$ cat config.mk
export PLATFORM = sky130hd
export DESIGN_NAME = tone_pair_flag_escape_deframer_unit_flat
export DESIGN_NICKNAME = d
export VERILOG_FILES = /design/src/rtl/tpfe_pkg.sv /design/src/rtl/tpfe_if.sv /design/src/rtl/tone_pair_flag_escape_deframer_unit.sv /design/src/flat_wrapper.sv
export SDC_FILE = /design/constraint.sdc
export NUM_CORES = 1
export LEC_CHECK = 0
export BUFFER_PORTS_ARGS = -buffer_cell sky130_fd_sc_hd__buf_2
export CORE_AREA = 2 2 100 102
export CTS_CLUSTER_DIAMETER = 200
export DETAILED_ROUTE_END_ITERATION = 8
export DIE_AREA = 0 0 102 104
export MAX_ROUTING_LAYER = met4
export PLACE_DENSITY = 0.87
export SYNTH_ARGS = -nofsm -noshare
export SYNTH_HDL_FRONTEND = slang
export SYNTH_SLANG_ARGS = --single-unit
export TNS_END_PERCENT = 5
$ cat constraint.sdc
create_clock -name i_clk -period 2.3 [get_ports i_clk]
set_input_delay 0.23 -clock i_clk [delete_from_list [all_inputs] [get_ports i_clk]]
set_output_delay 0.23 -clock i_clk [all_outputs]
set_load 0.01 [all_outputs]
$ cat src/rtl/tpfe_pkg.sv
`default_nettype none

package tpfe_pkg;

    localparam int unsigned DIGIT_W   = 4;
    localparam int unsigned BYTE_W    = 2 * DIGIT_W;
    localparam int unsigned TICK_W    = 24;
    localparam int unsigned APB_DATA_W = 32;
    localparam int unsigned APB_ADDR_W = 4;

    localparam logic [BYTE_W-1:0] FLAG_PAIR_RESET     = 8'd126;
    localparam logic [BYTE_W-1:0] ESCAPE_PAIR_RESET   = 8'd125;
    localparam logic [TICK_W-1:0] TIMEOUT_TICKS_RESET = 24'd1000000;
    localparam logic [TICK_W-1:0] TICK_MAX            = {TICK_W{1'b1}};

    // Register index, taken from paddr[3:2]
    typedef enum logic [1:0] {
        REG_FLAG_PAIR     = 2'd0,
        REG_ESCAPE_PAIR   = 2'd1,
        REG_TIMEOUT_TICKS = 2'd2,
        REG_UNUSED        = 2'd3
    } t_reg_idx;

    typedef enum logic {
        CMD_TONE = 1'b0,
        CMD_TICK = 1'b1
    } t_command;

    typedef enum logic [1:0] {
        EV_NONE  = 2'd0,
        EV_DATA  = 2'd1,
        EV_START = 2'd2,
        EV_END   = 2'd3
    } t_event;

endpackage

`default_nettype wire

$ cat src/rtl/tpfe_if.sv
`default_nettype none

interface tpfe_in_if;
    logic                         valid;
    logic                         ready;
    logic                         command;
    logic [tpfe_pkg::DIGIT_W-1:0] tone_digit;

    modport source (output valid, output command, output tone_digit, input ready);
    modport sink   (input valid, input command, input tone_digit, output ready);
endinterface

interface tpfe_out_if;
    logic                        valid;
    logic                        ready;
    logic [1:0]                  event_res;
    logic [tpfe_pkg::BYTE_W-1:0] data_byte;
    logic                        timed_out;

    modport source (output valid, output event_res, output data_byte, output timed_out,
                    input ready);
    modport sink   (input valid, input event_res, input data_byte, input timed_out,
                    output ready);
endinterface

`default_nettype wire

$ cat src/rtl/tone_pair_flag_escape_deframer_unit.sv
`default_nettype none

// Channel   Direction  Handshake      Payload
// i_in      in         valid/ready    command[0], tone_digit[3:0]
// o_out     out        valid/ready    event_res[1:0], data_byte[7:0], timed_out
// apb       in         psel/penable   paddr[3:0], pwdata[31:0] -> prdata[31:0]
//
// Two register stages: an input register and a result register, with the
// deframing logic between them. One item is taken per cycle unless a stall on
// o_out holds a tone; a tone moves through both, a tick yields no result.
// Synchronous active-low reset clears the control state and the config
// registers to their defaults. A stall on o_out holds the result register;
// the input register still drains ticks and accepts one more item behind it.

module tone_pair_flag_escape_deframer_unit (
    input  wire logic                            i_clk,
    input  wire logic                            i_rst_n,
    tpfe_in_if.sink                              i_in,
    tpfe_out_if.source                           o_out,
    input  wire logic                            psel,
    input  wire logic                            penable,
    input  wire logic                            pwrite,
    input  wire logic [tpfe_pkg::APB_ADDR_W-1:0] paddr,
    input  wire logic [tpfe_pkg::APB_DATA_W-1:0] pwdata,
    output logic      [tpfe_pkg::APB_DATA_W-1:0] prdata,
    output logic                                 pready
);
    import tpfe_pkg::*;

    // configuration
    logic [BYTE_W-1:0] r_flag_pair;
    logic [BYTE_W-1:0] r_escape_pair;
    logic [TICK_W-1:0] r_timeout_ticks;
    t_reg_idx          w_reg_idx;

    // input stage
    logic               r_in_valid;
    t_command           r_in_cmd;
    logic [DIGIT_W-1:0] r_in_digit;

    // deframer state
    logic               r_listening,  n_listening;
    logic               r_escaped,    n_escaped;
    logic               r_half_pair,  n_half_pair;
    logic [DIGIT_W-1:0] r_first_digit, n_first_digit;
    logic [TICK_W-1:0]  r_elapsed,    n_elapsed;

    // result stage
    logic              r_out_valid;
    t_event            r_event,  n_event;
    logic [BYTE_W-1:0] r_byte,   n_byte;
    logic              r_tout,   n_tout;

    logic w_advance;
    logic w_is_tick;
    logic w_listen_eff;
    logic w_half_eff;

    // ---------------- APB register file ----------------
    assign pready    = 1'b1;
    assign w_reg_idx = t_reg_idx'(paddr[3:2]);

    always_ff @(posedge i_clk) begin
        if (!i_rst_n) begin
            r_flag_pair     <= FLAG_PAIR_RESET;
            r_escape_pair   <= ESCAPE_PAIR_RESET;
            r_timeout_ticks <= TIMEOUT_TICKS_RESET;
        end else if (psel && penable && pwrite && pready) begin
            case (w_reg_idx)
                REG_FLAG_PAIR:     r_flag_pair     <= pwdata[BYTE_W-1:0];
                REG_ESCAPE_PAIR:   r_escape_pair   <= pwdata[BYTE_W-1:0];
                REG_TIMEOUT_TICKS: r_timeout_ticks <= pwdata[TICK_W-1:0];
                default: ;  // write to an unmapped address: drop
            endcase
        end
    end

    always_comb begin
        case (w_reg_idx)
            REG_FLAG_PAIR:     prdata = {{(APB_DATA_W-BYTE_W){1'b0}}, r_flag_pair};
            REG_ESCAPE_PAIR:   prdata = {{(APB_DATA_W-BYTE_W){1'b0}}, r_escape_pair};
            REG_TIMEOUT_TICKS: prdata = {{(APB_DATA_W-TICK_W){1'b0}}, r_timeout_ticks};
            default:           prdata = '0;
        endcase
    end

    // ---------------- handshake ----------------
    // A tick never needs the result register, so it always advances; a tone
    // advances when the result register is empty or being emptied.
    assign w_is_tick = (r_in_cmd == CMD_TICK);
    assign w_advance = r_in_valid && (w_is_tick || !r_out_valid || o_out.ready);
    assign i_in.ready = !r_in_valid || w_advance;

    always_ff @(posedge i_clk) begin
        if (!i_rst_n) begin
            r_in_valid <= 1'b0;
        end else if (i_in.ready) begin
            r_in_valid <= i_in.valid;
        end
    end

    // Capture payload on every transfer
    always_ff @(posedge i_clk) begin
        if (i_in.valid && i_in.ready) begin
            r_in_cmd   <= t_command'(i_in.command);
            r_in_digit <= i_in.tone_digit;
        end
    end

    // ---------------- deframing logic ----------------
    always_comb begin
        n_listening   = r_listening;
        n_escaped     = r_escaped;
        n_half_pair   = r_half_pair;
        n_first_digit = r_first_digit;
        n_elapsed     = r_elapsed;
        n_event       = EV_NONE;
        n_byte        = '0;
        n_tout        = 1'b0;
        w_listen_eff  = r_listening;
        w_half_eff    = r_half_pair;

        if (w_advance) begin
            if (w_is_tick) begin
                // count silence, saturating
                if (r_elapsed != TICK_MAX) begin
                    n_elapsed = r_elapsed + 1'b1;
                end
            end else begin
                // silence too long: drop the half pair and go back to listening
                if (r_elapsed > r_timeout_ticks) begin
                    n_tout       = 1'b1;
                    w_half_eff   = 1'b0;
                    w_listen_eff = 1'b1;
                end
                n_elapsed   = '0;
                n_listening = w_listen_eff;

                if (!w_half_eff) begin
                    n_first_digit = r_in_digit;
                    n_half_pair   = 1'b1;
                end else begin
                    n_half_pair = 1'b0;
                    n_byte      = {r_first_digit, r_in_digit};
                    if (w_listen_eff) begin
                        // only the start flag matters while listening
                        if (n_byte == r_flag_pair) begin
                            n_listening = 1'b0;
                            n_event     = EV_START;
                        end
                    end else if (r_escaped) begin
                        // literal pair, whatever its value
                        n_escaped = 1'b0;
                        n_event   = EV_DATA;
                    end else if (n_byte == r_escape_pair) begin
                        n_escaped = 1'b1;
                    end else if (n_byte == r_flag_pair) begin
                        n_listening = 1'b1;
                        n_event     = EV_END;
                    end else begin
                        n_event = EV_DATA;
                    end
                end
            end
        end
    end

    always_ff @(posedge i_clk) begin
        if (!i_rst_n) begin
            r_listening   <= 1'b1;
            r_escaped     <= 1'b0;
            r_half_pair   <= 1'b0;
            r_first_digit <= '0;
            r_elapsed     <= '0;
        end else begin
            r_listening   <= n_listening;
            r_escaped     <= n_escaped;
            r_half_pair   <= n_half_pair;
            r_first_digit <= n_first_digit;
            r_elapsed     <= n_elapsed;
        end
    end

    // ---------------- result register ----------------
    always_ff @(posedge i_clk) begin
        if (!i_rst_n) begin
            r_out_valid <= 1'b0;
        end else if (w_advance && !w_is_tick) begin
            r_out_valid <= 1'b1;
        end else if (o_out.ready) begin
            r_out_valid <= 1'b0;
        end
    end

    // Load on a tone; otherwise hold
    always_ff @(posedge i_clk) begin
        if (w_advance && !w_is_tick) begin
            r_event <= n_event;
            r_byte  <= n_byte;
            r_tout  <= n_tout;
        end
    end

    assign o_out.valid     = r_out_valid;
    assign o_out.event_res = r_event;
    assign o_out.data_byte = r_byte;
    assign o_out.timed_out = r_tout;

endmodule

`default_nettype wire

$ cat src/flat_wrapper.sv
// flat-port wrapper written by rule: the top's interface ports become plain ports
module tone_pair_flag_escape_deframer_unit_flat import tpfe_pkg::*;
  (i_clk, i_rst_n, psel, penable, pwrite, paddr, pwdata, prdata, pready, i_in_valid, i_in_command, i_in_tone_digit, i_in_ready, o_out_valid, o_out_event_res, o_out_data_byte, o_out_timed_out, o_out_ready);
  tpfe_in_if i_in_i ();
  tpfe_out_if o_out_i ();
  input  wire logic i_clk;
  input  wire logic i_rst_n;
  input  wire logic psel;
  input  wire logic penable;
  input  wire logic pwrite;
  input  wire logic [tpfe_pkg::APB_ADDR_W-1:0] paddr;
  input  wire logic [tpfe_pkg::APB_DATA_W-1:0] pwdata;
  output logic      [tpfe_pkg::APB_DATA_W-1:0] prdata;
  output logic pready;
  input wire logic [$bits(i_in_i.valid)-1:0] i_in_valid;
  input wire logic [$bits(i_in_i.command)-1:0] i_in_command;
  input wire logic [$bits(i_in_i.tone_digit)-1:0] i_in_tone_digit;
  output wire logic [$bits(i_in_i.ready)-1:0] i_in_ready;
  output wire logic [$bits(o_out_i.valid)-1:0] o_out_valid;
  output wire logic [$bits(o_out_i.event_res)-1:0] o_out_event_res;
  output wire logic [$bits(o_out_i.data_byte)-1:0] o_out_data_byte;
  output wire logic [$bits(o_out_i.timed_out)-1:0] o_out_timed_out;
  input wire logic [$bits(o_out_i.ready)-1:0] o_out_ready;
  assign i_in_i.valid = i_in_valid;
  assign i_in_i.command = i_in_command;
  assign i_in_i.tone_digit = i_in_tone_digit;
  assign i_in_ready = i_in_i.ready;
  assign o_out_valid = o_out_i.valid;
  assign o_out_event_res = o_out_i.event_res;
  assign o_out_data_byte = o_out_i.data_byte;
  assign o_out_timed_out = o_out_i.timed_out;
  assign o_out_i.ready = o_out_ready;
  tone_pair_flag_escape_deframer_unit u_core (.i_clk(i_clk), .i_rst_n(i_rst_n), .i_in(i_in_i), .o_out(o_out_i), .psel(psel), .penable(penable), .pwrite(pwrite), .paddr(paddr), .pwdata(pwdata), .prdata(prdata), .pready(pready));
endmodule
==> impl_results.md <==
- DPL Wire Length: 8.64 mm
- P_leak: 0.00226 µW
- First-pass GRT wire length: 18.9 mm
- Asr flop ratio synth: 0%
- Synth unique cells: 47
- Logic pwr share: 8.2%
- Critical Path RT: 2.61 ns
- CTS Buf Count: 9
- Layout cell share with drive strength beyond 1: 21.4%
- Synth top cells by count: 99 x nand2_1, 73 x dfxtp_1, 34 x a21oi_1, 32 x nor2_1, 29 x nand3_1
- Setup CP Type: flip-flop to flip-flop
- Total wire length: 11.7 mm
- Core Area: 9550 µm²
- Reg2reg end: u_core.r_first_digit[3]
- Synth Cell Area: 4690 µm²
- Pint: 2090 µW
- Slew headroom: 52.8%
- Clk sink count: 89
- Peak VDD IR: 0.324 mV
- Clk pin slew, worst setup/hold paths: 0.09 ns
- Drt via density: 5.44
- Final setup violating endpoints: 0
- Die ar.: 10,600 µm²
- Sequential fraction of design power: 57.6%
- CP Launch Type: flip-flop
- Area share of the largest cell type after synthesis: 31.2%
- Final std cells w/o fill: 783
- Hold Fails Final Rpt: 0
- Largest net degree at the start of global routing: 26
- Fmax: 443 MHz
- Starting DRT DRC Count: 216
- Die Ht: 104 µm
- Root Driver: clkbuf_8
- Worst Path Arrival: 2.57 ns
- Vias in the first global route: 4,078
- Pwr dens: 508 nW/µm²
- Hold Worst Slack: 0.0154 ns
- Post-route total power: 2840 µW
- Worst setup EP type: flip-flop
- Clk_skew: 0.00792 ns
- Reg2Reg Depth: 9
- Final Critical Period: 2.26 ns
- Layout Nets: 718
- Hold path cells: 1
- Final TNS setup: 0 ns
- Routed len/inst: 15.0 µm
- #FFs+latches synth: 89
- Max Root-Sink Buffers: 2
- P_sw: 748 µW
- Fin crit share: 98.1%
- Antenna-violating nets left: 0
- Synth Instances: 552
- Synth top area cells: dfxtp_1 31%, edfxtp_1 10%, nand2_1 7.9%
- Post-route DRC violation count: 0
- Status: complete, no violations
- Gpl congestion: 0.876
- Clock power share: 34.2%
- Final Max Slew Viols: 0
- Synth warnings: 0
- Max_cap viols: 0
- Primary FF master, synth: dfxtp_1
- Drt pass-1 iters: 5
- CTS tree: yes
- Global Route Usage Sum: 23.0%
- PortBufs: 74
- # rows: 36
- Initial Util: 49.1%
- DP Cell Count: 766
- HP Class: primary input to flip-flop
- Hold Path End: u_core.r_in_digit[1]
- DR vias: 4,257
- Sw frac: 26.3%
- Layout area overhead: 19.3%
- Yosys top cell by area: dfxtp_1
- RSZ-0062 raised after global routing: true
- CTS HTree Levels: 3
- Total grt overflow: 0
- Top-count cell post-synth: nand2_1
- Hold Crit Start: i_in_tone_digit[1]
- Initial antenna violation count: 0
- # diodes: 0
- Seq/Total Area, Yosys: 41.4%
- Clock Latency Late Sink: 0.38 ns
- R2R Path Start: u_core.r_timeout_ticks[18]
- Crit path max fanout: 4
- # IOs: 94
- Post-synth EDFFs: 16
- Worst-margin pin slew: 0.706 ns
- R2R Setup Slk: 0.04 ns
- Average cell area after synthesis: 8.49 µm²
- Die width: 102 µm
==> kinds of logic (layout without fill, tap and decap cells) <==
family                     after synthesis  after routing  share of synthesized area, %
and+or+nand+nor                        249            249                          26.9
DFF                                     89             89                          41.4
AOI/OAI and AO/OA                       75             75                          9.32
buffers and inverters                   63            154                          5.98
xor gates and xnor gates                35             35                          6.54
adders and majority gates               25             25                          6.67
muxes                                   14             14                          2.99
other                                    2              9                         0.160
==> registers in the layout, summed over array words and instances (netlist names), 2 cells and up <==
name	flops
u_core.r_in_digit	4
u_core.o_out.event_res	2
u_core.r_elapsed	24
u_core.r_first_digit	4
u_core.r_flag_pair	8
u_core.r_escape_pair	8
u_core.o_out.data_byte	8
u_core.r_timeout_ticks	24
==> cell type report <==
class	instances	area (µm²)
repair buffers	109	649
clock buffers	9	124
inverters	29	109
multi-input cells	407	2560
flip-flops and latches	89	1940
well taps	133	166
fillers	841	3960
clock inverters	7	45.0
==> cells in the final DEF, fill, tap and decap left out, types with 4 or more instances in the layout <==
cell type | netlist | final
nand3_1 | 29 | 29
nor4_1 | 8 | 6
nor4b_1 | 6 | 5
o21ai_0 | 20 | 18
xor2_1 | 9 | 9
dfxtp_1 | 73 | 73
ha_1 | 25 | 25
nor3b_1 | 11 | 8
conb_1 | 2 | 9
edfxtp_1 | 16 | 16
nor2_1 | 32 | 32
or3_1 | 4 | 4
inv_1 | 28 | 28
nand4_1 | 14 | 14
nor2b_1 | 6 | 6
clkinv_1 | 1 | 4
buf_4 | 9 | 33
nand2_1 | 99 | 99
clkbuf_8 | 0 | 9
a21oi_1 | 34 | 34
mux2i_1 | 14 | 14
o211ai_1 | 10 | 10
buf_2 | 2 | 74
nor3_1 | 10 | 10
and2_1 | 18 | 18
xnor2_1 | 26 | 26
==> metal layers <==
metal / part of all wire, % / up-vias / global-route usage [%]
li1: - / 2065 / -
met1: 42 / 1992 / 28.3
met2: 49 / 171 / 36.2
met3: 6.1 / 29 / 4.57
met4: 2.7 / 0 / 10.5
met5: 0 / - / -
==> metrics by stage <==
step                instance area [µm²]  setup WS [ns]  util, %
global placement                   5370         0.0864     56.2
floorplan                          4730         0.0255        -
global route                       5590        -0.0463     58.6
detailed placement                 5370        -0.0301     56.2
CTS                                5550        0.00580     58.1
finish                             5590         0.0442     58.6
==> critical path: stages (launching register included) <==
cell and delay, ns:
dfxtp_1 0.34, inv_1 0.08, ha_1 0.31, nand4_1 0.21, nor4_4 0.37, o21ai_2 0.11
buf_4 0.15, o211ai_1 0.19, o21a_2 0.23, mux2i_1 0.21
==> timing repair <==
action | in CTS | in global routing
resized for setup | 2 | 11
setup buffers | 1 | 0
pin swaps | 2 | 0
hold buffers | 0 | 0
endpoints found under the setup margin | 13 | 19
gates cloned | 0 | 0
==> power groups by stage <==
stage	Combinational [µW]	Clock, µW	Sequential [µW]
6_report	233	972	1640
4_1_cts	230	968	1640
3_5_place_dp	229	0	1670
3_3_place_gp	221	0	1670
5_1_grt	256	1030	1640
2_1_floorplan	143	0	1670
==> worst max-delay path by stage <==
stage                                     startpoint                         to  slack, ns
after global placement    u_core.r_timeout_ticks[11]  u_core.o_out.event_res[0]       0.09
after detailed placement   u_core.r_timeout_ticks[1]  u_core.o_out.event_res[0]      -0.03
after global routing      u_core.r_timeout_ticks[23]  u_core.o_out.data_byte[0]      -0.05
final                     u_core.r_timeout_ticks[18]    u_core.r_first_digit[3]       0.04
after CTS                 u_core.r_timeout_ticks[18]    u_core.r_first_digit[3]      0.006
after floorplan                 u_core.r_elapsed[19]  u_core.o_out.data_byte[0]       0.03
No activity file was read; power rests on OpenSTA's default activity.
